`config.mk`:
```
export PLATFORM = sky130hd
export DESIGN_NAME = cat_cfg
export DESIGN_NICKNAME = d
export VERILOG_FILES = /design/src/hw/rtl/cat_pkg.sv /design/src/hw/rtl/cat_cfg.sv
export SDC_FILE = /design/constraint.sdc
export NUM_CORES = 1
export LEC_CHECK = 0
export ABC_AREA = 0
export BUFFER_PORTS_ARGS = -buffer_cell sky130_fd_sc_hd__buf_2
export CORE_UTILIZATION = 35
export DETAILED_ROUTE_END_ITERATION = 16
export PLACE_DENSITY = 0.75
export SYNTH_ARGS = -nofsm -noshare
export SYNTH_HDL_FRONTEND = slang
export SYNTH_SLANG_ARGS = --single-unit
```
`constraint.sdc`:
```
create_clock -name clk -period 0.8 [get_ports clk]
set_clock_uncertainty 0.05 [all_clocks]
set_input_delay 0.08 -clock clk [delete_from_list [all_inputs] [get_ports clk]]
set_output_delay 0.08 -clock clk [all_outputs]
set_load 0.005 [all_outputs]
```
`src/hw/rtl/cat_pkg.sv`:
```
`default_nettype none
// ----------------------------------------------------------------------------
// cat_pkg
// types and codes shared by the commit ack tracker modules
// ----------------------------------------------------------------------------
package cat_pkg;

	typedef enum logic [2:0] {
		KIND_SUBMIT  = 3'd0,
		KIND_ACK     = 3'd1,
		KIND_DURABLE = 3'd2,
		KIND_FLUSH   = 3'd3,
		KIND_QUERY   = 3'd4
	} kind_t;

	typedef enum logic [1:0] {
		ST_OK      = 2'd0,
		ST_BLOCKED = 2'd1,
		ST_FULL    = 2'd2,
		ST_IGNORED = 2'd3
	} status_t;

	localparam logic [1:0] MODE_STRONG   = 2'd0;
	localparam logic [1:0] MODE_LEADER   = 2'd1;
	localparam logic [1:0] MODE_ASYNC    = 2'd2;
	localparam logic [1:0] MODE_FLEXIBLE = 2'd3;

	localparam logic [1:0] REG_DEFAULT_MODE   = 2'd0;
	localparam logic [1:0] REG_ALLOW_OVERRIDE = 2'd1;
	localparam logic [1:0] REG_FLEXIBLE_ACKS  = 2'd2;
	localparam logic [1:0] REG_MAX_PENDING    = 2'd3;

	localparam int BYTES_W = 40;

	// one table entry as stored in memory
	typedef struct packed {
		logic [63:0] index;
		logic        flexible;
		logic [7:0]  acks;
		logic [7:0]  required;
		logic        done;
	} entry_t;

	// configuration seen by the sequencer
	typedef struct packed {
		logic [1:0]         default_mode;
		logic               allow_override;
		logic [7:0]         flexible_acks;
		logic [BYTES_W-1:0] max_pending;
	} cfg_t;

endpackage
`default_nettype wire

```
`src/hw/rtl/cat_cfg.sv`:
```
`default_nettype none
// ----------------------------------------------------------------------------
// cat_cfg
// configuration register bank
// ----------------------------------------------------------------------------
module cat_cfg (
	input  wire logic          clk,
	input  wire logic          arst_n,
	input  wire logic          wr_en,
	input  wire logic [63:0]   wr_index,
	input  wire logic [63:0]   wr_data,
	output cat_pkg::cfg_t      cfg
);
	import cat_pkg::*;

	cfg_t cfg_q;

	// register writes, indexes beyond the list are dropped
	always_ff @(posedge clk or negedge arst_n) begin
		if (!arst_n) begin
			cfg_q.default_mode   <= MODE_STRONG;
			cfg_q.allow_override <= 1'b1;
			cfg_q.flexible_acks  <= 8'd2;
			cfg_q.max_pending    <= BYTES_W'(1048576);
		end else if (wr_en && wr_index[63:2] == '0) begin
			unique case (wr_index[1:0])
				REG_DEFAULT_MODE:   cfg_q.default_mode   <= wr_data[1:0];
				REG_ALLOW_OVERRIDE: cfg_q.allow_override <= wr_data[0];
				REG_FLEXIBLE_ACKS:  cfg_q.flexible_acks  <= wr_data[7:0];
				REG_MAX_PENDING:    cfg_q.max_pending    <= wr_data[BYTES_W-1:0];
			endcase
		end
	end

	assign cfg = cfg_q;
endmodule
`default_nettype wire

```
==> summary.md <==
| Metric | Value |
|---|---|
| Main area contributors after synthesis | `dfrtp_1, mux2_4, mux2_2` |
| Failing checks | `negative hold slack, negative setup slack` |
| CTS max path bufs | `2` |
| Vias | `1941` |
| Period minus WS final | `approximately 1.6 ns` |
| GP Congestion | `0.803` |
| Sequential cell area | `1280 sq um` |
| GRT Overall Usage | `18.1%` |
| Antenna cells | `0` |
| Most frequent cells after synthesis | `dfrtp_1, mux2_4, nor4_1` |
| Area Growth Syn to Fin | `67.4%` |
| Clock Latency Late Sink | `between 0.2 and 0.3 ns` |
| First-pass GRT wire length | `8920 microns` |
| Yosys reg bits | `51` |
| Total congestion overflow | `0` |
| Dpl cells | `370` |
| Slew @ Worst Pin | `0.279 ns` |
| Routed Antenna Nets | `0` |
| Setup Viol. Count Final | `around 100` |
| Vias in the first global route | `a little under 2000` |
| CP arrival | `1.73 ns` |
| Drt first pass iters | `2` |
| Yosys cell types | `15` |
| Routed WL | `between 6000 and 7000 microns` |
| PD cells | `approximately 1200 nW/um^2` |
| Kind of critical path | `input port to flip-flop` |
| Worst-path maximum fanout | `15` |
| Num CTS Buffers | `5` |
| # fillers | `433` |
| Critical path's most frequent cell | `nor4_4` |
| Sum Neg Setup Slack | `-45.93 ns` |
| Synth area leader | `dfrtp_1` |
| # clock sinks | `51` |
| Max Cap Viol | `0` |
| Yosys warnings | `0` |
| P_leak | `2.24 nW` |
| CP Cell Sequence | `buf_6 > nor4_4 > nand4_1 > nor4_4 > buf_4 > nand3_4 > buf_12 > mux2_4` |
| Synthesized Nets | `about 260` |
| Crit end category | `flip-flop` |
| Fin cells | `between 400 and 500` |
| Syn Inst Count | `132` |
| Pins over their slew limit | `0` |
| Die height | `82.0 microns` |
| DP Area | `about 3200 sq um` |
| Slowest CP cell | `mux2_4` |
| Via density | `4.75` |
| Slew margin rel. | `around four fifths` |
| Initial antenna violation count | `0` |
| Initial core utilization | `between 30 and 40%` |
| Number of I/O pins | `182` |
| Fin nets | `464` |
| Largest net degree at the start of global routing | `20` |
| FP Rows | `28` |
| Root Driver | `clkbuf_8` |
| Worst Hold Class | `input port to flip-flop` |
| # DRC | `0` |
| Fraction of layout cells with a size suffix above 1 | `about 82%` |
| Fmax achieved | `625 MHz` |
| Final instance area | `3750 sq um` |
| CTS tree | `done` |
| Final hold violations | `43` |
| CTS clk-pin slew, worst paths | `0.09 ns` |
| Wire per inst | `between 15 and 20 microns` |
| Initial DRC Count | `33` |
| Final period util | `200%` |
| DP HPWL | `roughly 4600 microns` |
| Fraction of registers with async set/reset | `100%` |
| Most common cell in the netlist | `dfrtp_1` |
| Synthesized area per cell | `17.0 sq um` |
| WP data required | `0.93 ns` |
| Yosys top cell area share | `a little over half` |
| Die ar. | `between 6000 and 7000 sq um` |
| Multi-input gate area | `between 1000 and 1500 sq um` |
| RSZ-0062 raised after global routing | `true` |
| PortBufs | `157` |
| Top FF cell, synth | `dfrtp_1` |
| Number of synthesized flops with an enable pin | `0` |
| H-tree levels | `2` |
| Worst setup margin | `-0.801 ns` |
| Register area share after synthesis | `57.1%` |
| Cts hold-fix bufs | `1` |
| Peak VDD IR | `0.687 mV` |
| Max incr delay on CP | `0.31 ns` |
| Core area | `a little over 6000 sq um` |
| Max reg flops | `51` |
| Mapped Area | `2240 sq um` |
| Die width | `82.0 microns` |
| Type of origin of the critical path | `input port` |
| WHS | `-0.0376 ns` |
| Run status | `finished, violations left` |
metal layers:
| layer | vias to the layer above | global-route usage (%) | part of all wire (%) |
|---|---|---|---|
| met2 | 118 | 35.0 | 53 |
| met1 | 918 | 19.4 | 37 |
| met4 | 0 | 5.44 | 1.9 |
| met3 | 11 | 3.78 | 7.8 |
| li1 | 894 | - | - |
| met5 | - | 0 | 0 |
critical path, delay by kind of cell:
family | cells | cell delay (ns)
buffers and inverters | 3 | 0.46
multiplexers | 1 | 0.31
AND/OR/NAND/NOR | 4 | 0.87
cell families (layout without fill, tap and decap cells):
group | count (synthesis) | after routing | synth area share [%]
multiplexers | 51 | 51 | 32.3
flip-flops | 51 | 51 | 57.1
AND/OR/NAND/NOR | 26 | 26 | 8.54
buffers and inverters | 4 | 206 | 2.01
area by class of cell:
type | count | share of cell area (%)
multi-input cells | 77 | 28.2
clock inverters | 2 | 0.367
well taps | 75 | 2.50
clock buffers | 6 | 1.93
flip-flops and latches | 51 | 34.1
repair buffers | 198 | 32.9
placed cells by master (no fill, tap or decap), types with 2 or more instances in the layout:
cell type / count
clkbuf_8: 5
buf_4: 34
nor4_4: 6
dfrtp_1: 48
nor4_2: 6
mux2_4: 41
mux2_2: 10
buf_2: 144
nor4_1: 3
dfstp_2: 3
buf_6: 16
nand4_1: 4
buf_12: 2
worst paths after layout:
kind	from	end	slack (ns)	depth (start not counted)
worst max-delay path	wr_index[34]	cfg[32]$_DFFE_PN0P_	-0.80	8
worst min-delay path	wr_data[10]	cfg[10]$_DFFE_PN0P_	-0.04	2
worst max register to register	cfg[43]$_DFFE_PN0P_	cfg[43]$_DFFE_PN0P_	-0.15	2
worst min register to register	cfg[45]$_DFFE_PN0P_	cfg[45]$_DFFE_PN0P_	0.46	1
max in group asynchronous	arst_n	cfg[48]$_DFFE_PN1P_	0.10	3
min in group asynchronous	arst_n	cfg[19]$_DFFE_PN0P_	0.13	2
report_power, final:
part           switching [mW]  total, mW  internal [mW]
registers                   0       2.58           2.58
clock network           0.806       1.42          0.618
logic                   0.204      0.477          0.272
total                    1.01       4.48           3.47
per-stage QoR:
stage / total power [mW] / setup WS [ns] / util, %
floorplan: 2.66 / -0.884 / -
global placement: 3.02 / -1.39 / 53.1
detailed placement: 3.03 / -1.41 / 53.1
CTS: 4.53 / -0.770 / 60.4
global route: 4.69 / -0.864 / 61.9
finish: 4.48 / -0.801 / 61.9
what timing repair did:
item / 4_1_cts / 5_1_grt
resized for setup: 25 / 7
gates cloned: 1 / 0
endpoints found under the setup margin: 102 / 102
pin swaps: 3 / 1
buffers inserted: 24 / 6
hold endpoints to repair: 93 / 43
Power figures use the tool's default switching activity.
